==> config.mk <==
export PLATFORM = sky130hd
export DESIGN_NAME = accel_magnitude_moving_average
export DESIGN_NICKNAME = d
export VERILOG_FILES = /design/src/amma_pkg.sv /design/src/accel_magnitude_moving_average.sv
export SDC_FILE = /design/constraint.sdc
export NUM_CORES = 2
export LEC_CHECK = 0
export BUFFER_PORTS_ARGS = -buffer_cell sky130_fd_sc_hd__buf_2
export CAP_MARGIN = 20
export CORE_ASPECT_RATIO = 0.7
export CORE_MARGIN = 2
export CORE_UTILIZATION = 60
export CTS_CLUSTER_SIZE = 28
export DETAILED_ROUTE_END_ITERATION = 8
export HOLD_SLACK_MARGIN = 0.15
export PLACE_DENSITY_LB_ADDON = 0.08
export SYNTH_ARGS = -nofsm -noshare
export SYNTH_HDL_FRONTEND = slang
export SYNTH_SLANG_ARGS = --single-unit
==> constraint.sdc <==
create_clock -name clk -period 9.1 [get_ports clk]
set_clock_uncertainty 0.15 [all_clocks]
set_input_delay 0 -clock clk [delete_from_list [all_inputs] [get_ports clk]]
set_output_delay 0 -clock clk [all_outputs]
set_load 0.05 [all_outputs]
==> src/amma_pkg.sv <==
// ----------------------------------------------------------------------------
// amma_pkg: shared types and constants
// Holds the sequencer state type and the fixed field widths of the
// accelerometer magnitude moving-average block.
// ----------------------------------------------------------------------------
package amma_pkg;

  // Fixed widths of the result fields
  localparam int MAG_W     = 24;
  localparam int CNT_OUT_W = 6;
  localparam int OUT_W     = ((MAG_W + CNT_OUT_W + 7) / 8) * 8;

  // Sequencer states
  typedef enum logic [2:0] {
    ST_IDLE,
    ST_SQUARE,
    ST_ROOT,
    ST_UPDATE,
    ST_DIVIDE,
    ST_DONE
  } amma_state_t;

endpackage

==> src/accel_magnitude_moving_average.sv <==
// ----------------------------------------------------------------------------
// accel_magnitude_moving_average: mean magnitude over a sliding window
// Computes sqrt(x^2+y^2+z^2) of each sample in fixed point and reports the
// mean of the nonzero magnitudes among the last WINDOW_DEPTH samples.
// ----------------------------------------------------------------------------
// Usage:
//   Requests enter on the s_ channel (tdata = x, y, z, lowest bits first) and
//   results leave on the m_ channel (tdata = mean magnitude, nonzero count).
//   Each request yields exactly one result.
//   One request is worked on at a time; s_tready is high only while the
//   sequencer is idle. A request passes through the SQUARE, ROOT, UPDATE,
//   DIVIDE and DONE states, with R = SAMPLE_WIDTH + 1 + FRACTION_BITS
//   square-root steps and S = 24 + clog2(WINDOW_DEPTH) divide steps, both run
//   on one shared subtract/compare unit; the squares share one multiplier.
//   The result sits in an output register, so a stalled receiver does not
//   stop the next request from being accepted and computed; the sequencer
//   waits in its last step only if the old result is still not taken.
//   Reset does not clear the window memory; entries are treated as zero
//   until the write pointer first wraps. Reset clears the sum, count and pointer.
// ----------------------------------------------------------------------------
module accel_magnitude_moving_average
  import amma_pkg::*;
#(
  parameter int WINDOW_DEPTH  = 32,
  parameter int SAMPLE_WIDTH  = 16,
  parameter int FRACTION_BITS = 8
) (
  input  logic clk,
  input  logic rst,
  input  logic s_tvalid,
  output logic s_tready,
  // accel_x, accel_y, accel_z (signed), zero padded to whole bytes
  input  logic [((3*SAMPLE_WIDTH+7)/8)*8-1:0] s_tdata,
  output logic m_tvalid,
  input  logic m_tready,
  // mean_magnitude [23:0], nonzero_count [29:24], zero padded
  output logic [OUT_W-1:0] m_tdata
);

  localparam int SW       = SAMPLE_WIDTH;
  localparam int SQ_W     = 2 * SW + 2;
  localparam int N_W      = SQ_W + 2 * FRACTION_BITS;
  localparam int R_W      = N_W / 2;
  localparam int PTR_W    = $clog2(WINDOW_DEPTH);
  localparam int CNT_W    = $clog2(WINDOW_DEPTH + 1);
  localparam int SUM_W    = MAG_W + $clog2(WINDOW_DEPTH);
  localparam int SUB_W    = (R_W + 2 > CNT_W + 1) ? R_W + 2 : CNT_W + 1;
  localparam int ITER_MAX = (R_W > SUM_W) ? R_W : SUM_W;
  localparam int ITER_W   = $clog2(ITER_MAX);
  localparam int PAD_W    = OUT_W - MAG_W - CNT_OUT_W;

  amma_state_t state, state_next;

  logic [SW-1:0]     abs_x, abs_y, abs_z;
  logic [SW-1:0]     in_x, in_y, in_z;
  logic [ITER_W-1:0] iter;
  logic [SQ_W-1:0]   acc;
  logic [N_W-1:0]    rad;
  logic [R_W-1:0]    root;
  logic [SUB_W-1:0]  rem;
  logic [SUM_W-1:0]  dvd;
  logic [SUM_W-1:0]  window_sum;
  logic [CNT_W-1:0]  live_count;
  logic [PTR_W-1:0]  write_pointer;
  logic              wrapped;
  logic [MAG_W-1:0]  mag;
  logic [MAG_W-1:0]  mem_rd;
  logic [MAG_W-1:0]  magnitude_window [WINDOW_DEPTH];

  logic              in_accept;
  logic              out_load;
  logic [SW-1:0]     mul_op;
  logic [2*SW-1:0]   mul_prod;
  logic [SQ_W-1:0]   acc_next;
  logic [SUB_W-1:0]  sub_a, sub_b;
  logic [SUB_W:0]    sub_diff;
  logic              sub_ge;
  logic [MAG_W-1:0]  old_mag;
  logic [SUM_W-1:0]  sum_next;
  logic [CNT_W-1:0]  count_next;
  logic [MAG_W-1:0]  out_mean;
  logic [CNT_OUT_W-1:0] out_count;

  assign in_x = s_tdata[SW-1:0];
  assign in_y = s_tdata[2*SW-1:SW];
  assign in_z = s_tdata[3*SW-1:2*SW];

  // Handshakes
  assign s_tready  = (state == ST_IDLE);
  assign in_accept = s_tvalid && s_tready;
  assign out_load  = (state == ST_DONE) && (!m_tvalid || m_tready);

  // Shared multiplier: square one axis per cycle
  always_comb begin
    case (iter)
      ITER_W'(2): mul_op = abs_x;
      ITER_W'(1): mul_op = abs_y;
      default:    mul_op = abs_z;
    endcase
  end
  assign mul_prod = mul_op * mul_op;
  assign acc_next = acc + SQ_W'(mul_prod);

  // Shared subtract/compare unit for root and divide steps
  always_comb begin
    if (state == ST_ROOT) begin
      sub_a = {rem[SUB_W-3:0], rad[N_W-1 -: 2]};
      sub_b = SUB_W'({root, 2'b01});
    end else begin
      sub_a = {rem[SUB_W-2:0], dvd[SUM_W-1]};
      sub_b = SUB_W'(live_count);
    end
  end
  assign sub_diff = {1'b0, sub_a} - {1'b0, sub_b};
  assign sub_ge   = !sub_diff[SUB_W];

  // Window bookkeeping: entries read as zero until the first wrap
  assign mag        = MAG_W'(root);
  assign old_mag    = wrapped ? mem_rd : '0;
  assign sum_next   = window_sum - SUM_W'(old_mag) + SUM_W'(mag);
  assign count_next = live_count - CNT_W'(old_mag != '0) + CNT_W'(mag != '0);

  // Next state
  always_comb begin
    state_next = state;
    case (state)
      ST_IDLE:   if (in_accept) state_next = ST_SQUARE;
      ST_SQUARE: if (iter == '0) state_next = ST_ROOT;
      ST_ROOT:   if (iter == '0) state_next = ST_UPDATE;
      ST_UPDATE: state_next = ST_DIVIDE;
      ST_DIVIDE: if (iter == '0) state_next = ST_DONE;
      ST_DONE:   if (out_load) state_next = ST_IDLE;
      default:   state_next = ST_IDLE;
    endcase
  end

  // State register
  always_ff @(posedge clk) begin
    if (rst) begin
      state <= ST_IDLE;
    end else begin
      state <= state_next;
    end
  end

  // Window store: read the oldest slot at accept, overwrite it at update
  always_ff @(posedge clk) begin
    if (in_accept) begin
      mem_rd <= magnitude_window[write_pointer];
    end
    if (state == ST_UPDATE) begin
      magnitude_window[write_pointer] <= mag;
    end
  end

  // Running sum, count and pointer
  always_ff @(posedge clk) begin
    if (rst) begin
      window_sum    <= '0;
      live_count    <= '0;
      write_pointer <= '0;
      wrapped       <= 1'b0;
    end else if (state == ST_UPDATE) begin
      window_sum <= sum_next;
      live_count <= count_next;
      if (write_pointer == PTR_W'(WINDOW_DEPTH - 1)) begin
        write_pointer <= '0;
        wrapped       <= 1'b1;
      end else begin
        write_pointer <= write_pointer + PTR_W'(1);
      end
    end
  end

  // Working registers of the sequencer
  always_ff @(posedge clk) begin
    case (state)
      ST_IDLE: begin
        abs_x <= in_x[SW-1] ? (~in_x + SW'(1)) : in_x;
        abs_y <= in_y[SW-1] ? (~in_y + SW'(1)) : in_y;
        abs_z <= in_z[SW-1] ? (~in_z + SW'(1)) : in_z;
        acc   <= '0;
        iter  <= ITER_W'(2);
      end
      ST_SQUARE: begin
        acc <= acc_next;
        if (iter == '0) begin
          rad  <= N_W'(acc_next) << (2 * FRACTION_BITS);
          root <= '0;
          rem  <= '0;
          iter <= ITER_W'(R_W - 1);
        end else begin
          iter <= iter - ITER_W'(1);
        end
      end
      ST_ROOT: begin
        rad <= rad << 2;
        if (sub_ge) begin
          rem  <= sub_diff[SUB_W-1:0];
          root <= {root[R_W-2:0], 1'b1};
        end else begin
          rem  <= sub_a;
          root <= {root[R_W-2:0], 1'b0};
        end
        iter <= iter - ITER_W'(1);
      end
      ST_UPDATE: begin
        dvd  <= sum_next;
        rem  <= '0;
        iter <= ITER_W'(SUM_W - 1);
      end
      ST_DIVIDE: begin
        if (sub_ge) begin
          rem <= sub_diff[SUB_W-1:0];
        end else begin
          rem <= sub_a;
        end
        dvd  <= {dvd[SUM_W-2:0], sub_ge};
        iter <= iter - ITER_W'(1);
      end
      default: begin
        iter <= iter;
      end
    endcase
  end

  // Output register: hold until the receiver takes it
  always_ff @(posedge clk) begin
    if (rst) begin
      m_tvalid <= 1'b0;
    end else if (out_load) begin
      m_tvalid <= 1'b1;
    end else if (m_tready) begin
      m_tvalid <= 1'b0;
    end
  end

  always_ff @(posedge clk) begin
    if (out_load) begin
      out_mean  <= (live_count == '0) ? '0 : MAG_W'(dvd);
      out_count <= CNT_OUT_W'(live_count);
    end
  end

  assign m_tdata = {{PAD_W{1'b0}}, out_count, out_mean};

endmodule

Word level (Yosys, flattened, before mapping). Memory sizes are Yosys's and may differ from the RTL's. A register that Yosys moved wholly into a read port is not among the register bits. Index checks and enable logic that the tools add are counted.

Add/subtract/negate cells: 11. $mul: 1. Equality and inequality tests: 13. Multiplexer cells: 30. Bitwise gates (word level): 3. Reductions and logical operators: 21.

Operators with widths (count): $pmux 50 s2 (1); $pmux 26 s3 (1); $pmux 34 s2 (1); $pmux 29 s2 (1); $mux 27 (2); $mux 26 (2); $mux 50 (1); $pmux 25 s2 (1); $add 16x1->16 const B (3); $not 16->16 (3); $reduce_bool 24->1 (2); $mux 15 (3); $add 34x32->34 (1); $mul 16x16->32 (1); $pmux 16 s2 (1); $add 29x24->29 (1); $sub 29x24->29 (1); $sub 27x27->28 (1); $mux 25 (1); $mux 24 (1); $pmux 5 s4 (1); $pmux 3 s6 (1); $mux 3 (5); $mux 5 (2); 25 further kinds (41).

Register bits after elaboration: 292. RAM bits: 768. Output and inout bits: 34. Word-level logic and storage cells: 100. Memories: 1.

Memories: magnitude_window (words 32, width 24, read ports 1, clocked after Yosys merged registers in 1, wr ports 1, RTL line accel_magnitude_moving_average.sv:68) `logic [MAG_W-1:0] magnitude_window [WINDOW_DEPTH];`.

Logic depth before layout (Yosys ltp).
Depth after elaboration: 6. Depth in mapped cells: 34. Mapped depth without buffers: 31.

Worst setup path after synthesis. Ideal clock, no wire load.

Path kind: register to register. From: register iter[0]. To: register rad[49], data pin. Setup time: 0.270 ns. Data arrival time: 7.255 ns. Slack: 1.425 ns. Stages on the path, launching flop included: 31. Clock period less this slack: 7.675 ns. Cell sequence: edfxtp_1 -> inv_1 -> ha_1 -> and2_1 -> clkbuf_1 -> nor2_1 -> clkbuf_1 -> nand2_1 -> and2_1 -> inv_1 -> clkbuf_1 -> nand2_1 -> fa_1 -> fa_1 -> fa_1 -> inv_1 -> fa_1 -> fa_1 -> inv_1 -> fa_1 -> inv_1 -> ha_1 -> a21oi_1 -> nor2_1 -> a211oi_1 -> o21ai_1 -> a311o_1 -> a311oi_2 -> a21oi_1 -> xnor2_1 -> a21oi_1.

Longest elaborated chain between the ends: 6. Elaborated cells on any way between the ends: 7.

RTL lines: start, declared (RTL line accel_magnitude_moving_average.sv:56) `logic [ITER_W-1:0] iter;`; start signal, assigned (RTL line accel_magnitude_moving_average.sv:191) `iter <= ITER_W'(R_W - 1);`; start signal, assigned (RTL line accel_magnitude_moving_average.sv:193) `iter <= iter - ITER_W'(1);`; start signal, assigned (RTL line accel_magnitude_moving_average.sv:205) `iter <= iter - ITER_W'(1);`; $eq 5x1->1 or $eq 5x2->1 (tied branches) (RTL line accel_magnitude_moving_average.sv:95) `case (iter)`; $pmux 16 s2 * (RTL line accel_magnitude_moving_average.sv:95); $mul 16x16->32 * (RTL line accel_magnitude_moving_average.sv:101) `assign mul_prod = mul_op * mul_op;`; $add 34x32->34 * (RTL line accel_magnitude_moving_average.sv:102) `assign acc_next = acc + SQ_W'(mul_prod);`; $mux 50 * (RTL line accel_magnitude_moving_average.sv:187) `if (iter == '0) begin`; $pmux 50 s2 * (RTL line accel_magnitude_moving_average.sv:177) `case (state)`; end signal, assigned (RTL line accel_magnitude_moving_average.sv:188) `rad <= N_W'(acc_next) << (2 * FRACTION_BITS);`; end signal, assigned (RTL line accel_magnitude_moving_average.sv:197) `rad <= rad << 2;`; end, declared (RTL line accel_magnitude_moving_average.sv:58) `logic [N_W-1:0] rad;`.

Mark *: on every way between the ends. The rest lies on a longest branch, timed or not. The select of a mux whose other input is x is not followed. A chain may end at the register's enable or synchronous reset.

Final worst setup path.
From: register iter[2]. To: register rad[49], data pin.

Same word-level chain as after synthesis.

==> flow_summary.yaml <==
placed_design:
  dp_slack_ns: 0.866
  dp.final_hpwl_mm: 86.9
  port_buffers: 83
  gp_congestion: 0.906
cts:
  clock-sinks: 1068
  clockBufferDepth: 3
  clk_pin_slew_ns: 0.07
  cts-root-buf: "clkbuf_16"
  clkLatencyLatePin_ns: 0.72
  post_cts_buffers: 0
  cts_max_level: 3
  cts_buffers: 99
  cts-resized-gates: 0
  tritoncts: "yes"
timing:
  rsz0062_at_grt: "false"
  period_share_pct: 93.3
  slew_headroom_pct: 29.4
  final_max_slew_viol_count: 0
  setup_violations: 0
  tns_ns: 0
  setup_ws_ns: 0.613
  period_needed_ns: 8.49
  worst_slew_pin_slew_ns: 1.06
  fmax_mhz: 118
  hold_violations: 0
setup_path:
  cp_max_fo: 16
  crit_path_max_incr_delay_ns: 0.52
  end_kind: "register"
  required_ns: 9.36
  arrival_ns: 8.75
  worst-path-buf-inv: 5
  worstSetupStartpointType: "register"
  critPathMostFrequentCell: "fa_1"
  r2r_setup_slack_ns: 0.61
  slowest_stage: "fa_1"
  reg2reg_to: "rad[49]$_DFFE_PP_"
  cp_top_family: "adder cells"
  critical_path_class: "register to register"
  rr_startpoint: "iter[2]$_DFFE_PP_"
  reg2reg_depth: 27
yosys:
  synth_edf_count: 1023
  synth.avg_cell_area_um2: 13.9
  ys_ff_latch: 1068
  yosysTopAreaCell: "edfxtp_1"
  async_flop_share_pct: 0
  yosysMostFrequentCell: "edfxtp_1"
  synthFlopType: "edfxtp_1"
  synth_area_leaders: "edfxtp_1 (57%), fa_1 (8.1%), mux4_2 (8.1%), ha_1 (4.2%), inv_1 (3.3%)"
  ys_top_cells_by_count: "edfxtp_1 (1,023), inv_1 (468), nand2_1 (396)"
  synth_top_area_share_pct: 57.2
  yosysWarnings: 0
  syn_area_um2: 53700
  synthCells: 3856
  yosysUniqueCellTypes: 73
  synth-seq-area-share_pct: 58.9
min_path:
  hold_path_class: "input pin to register"
  whs_endpoint: "abs_x[1]$_DFFE_PP_"
  hold_depth: 6
  hold_start: "s_tdata[0]"
flow_run:
  maxCapViolCount: 0
global_routing:
  grt_pass1_wl_mm: 203
  grt_pass1_vias: 32087
  grt_use_total_pct: 30.1
  grt_max_degree: 99
  grt-ovfl-total: 0
  antenna_found_initial: 5
route:
  drt_iter0_drc: 4145
  final_antenna_net_count: 0
  vias: 32837
  drtPass1Iterations: 6
  drc: 0
  viasPerCell: 6.13
  wl_per_cell_um: 25.4
  wl_mm: 136
floorplan:
  die_w_um: 362
  die-area_um2: 91900
  core_um2: 88400
  die_h_um: 254
  fp-row-count: 91
  io-pin-count: 86
  start_util_pct: 60.8
final_layout:
  drive_gt1_share_pct: 13.8
  fin_nets: 4559
  multi_input_area_um2: 19900
  syn_to_final_growth_pct: 13.1
  seq_area_um2: 31600
  nFillCells: 6039
status:
  status: "completed"
## through the flow
step                      std cells  hold WS, ns  instance area (µm²)  utilization [%]
final                          5356        0.235                60700             68.7
after global routing           5356        0.267                60700             68.7
after CTS                      5352        0.155                60700             68.7
after detailed placement       5023       0.0690                55800             63.2
after global placement         5021       0.0618                55800             63.1
after floorplan                3857      -0.0511                53700                -
## routing by layer
layer	wire, µm	up-vias	track usage (%)
met3	16900	227	8.77
met1	60000	16510	47.6
li1	-	14402	-
met2	56300	1694	41.3
met5	27	-	0
met4	2880	4	7.24
## how the worst max path moves through the flow
| stage | startpoint | end | cells after the start |
|---|---|---|---|
| 6_report | iter[2]$_DFFE_PP_ | rad[49]$_DFFE_PP_ | 27 |
| 4_1_cts | iter[2]$_DFFE_PP_ | rad[49]$_DFFE_PP_ | 27 |
| 3_3_place_gp | iter[2]$_DFFE_PP_ | rad[49]$_DFFE_PP_ | 27 |
| 2_1_floorplan | iter[0]$_DFFE_PP_ | rad[49]$_DFFE_PP_ | 30 |
| 3_5_place_dp | iter[2]$_DFFE_PP_ | rad[49]$_DFFE_PP_ | 27 |
| 5_1_grt | iter[2]$_DFFE_PP_ | rad[49]$_DFFE_PP_ | 27 |
## state kept, by name, summed over array words and instances (netlist names)
register,cells
mem_rd,24
rad,34
m_tvalid,1
out_mean,24
wrapped,1
acc,34
dvd,29
abs_x,16
abs_y,16
state,3
out_count,6
magnitude_window,768
iter,5
live_count,6
abs_z,16
write_pointer,5
root,25
rem,26
window_sum,29
## kinds of logic after synthesis
| family | Yosys count | synth area share [%] |
|---|---|---|
| buffers and inverters | 633 | 4.48 |
| adder cells (fa/ha/maj) | 398 | 12.3 |
| flip-flops | 1068 | 58.9 |
| multiplexers | 212 | 8.43 |
| XOR/XNOR | 126 | 2.06 |
| AND/OR/NAND/NOR | 930 | 7.83 |
| other | 1 | 0.00698 |
| AO/OA/AOI/OAI | 488 | 6.00 |
## tightest hold or removal path, cell delays in order
cell	delay [ns]
dlygate4sd3_1	0.54
buf_2	0.13
inv_1	0.07
ha_1	0.13
nand2_1	0.04
o21ai_0	0.07
## placed cells by master (no fill, tap or decap), drive strengths merged, types with 6 or more instances in the layout
cell type    Yosys  routed
buf             34     165
or4              8       8
dfxtp           45      45
o211ai           7       7
nor3            28      28
nor2b           39      39
edfxtp        1023    1023
or3             18      18
clkbuf         125     129
fa             217     217
mux4           192     192
o21a            12      12
ha             181     181
inv            469     476
xnor2           81      81
a21o            42      42
and2            55      55
o21bai           6       6
a211oi          20      20
bufinv           0      14
a31oi            9       9
nor2           243     243
and3            19      19
nand3           33      33
o21ai          100     100
nand4           37      37
nand2b          12      12
xor2            45      45
dlygate4sd3      0     145
mux2i           19      19
nand2          396     396
a21oi          123     123
clkinv           5      34
a22oi          113     113
o31ai           15      15
nor4            13      13
## what timing repair did
action                                  CTS  global route
endpoints found under the hold margin   147             0
hold buffers                            145             0
endpoints found under the setup margin    0             0
## final cells by class
cell class | count | share of cell area, %
Timing Repair Buffer | 310 | 4.23
Sequential cell | 1068 | 52.1
Clock buffer | 129 | 4.36
Clock inverter | 55 | 1.23
Antenna cell | 2 | 0.00824
Inverter | 474 | 2.93
Multi-Input combinational cell | 2156 | 32.8
Tap cell | 1162 | 2.39
Power is left out: the tool's default activity adds up to more than one toggle a clock period on the data nets, which glitch-free logic cannot reach.
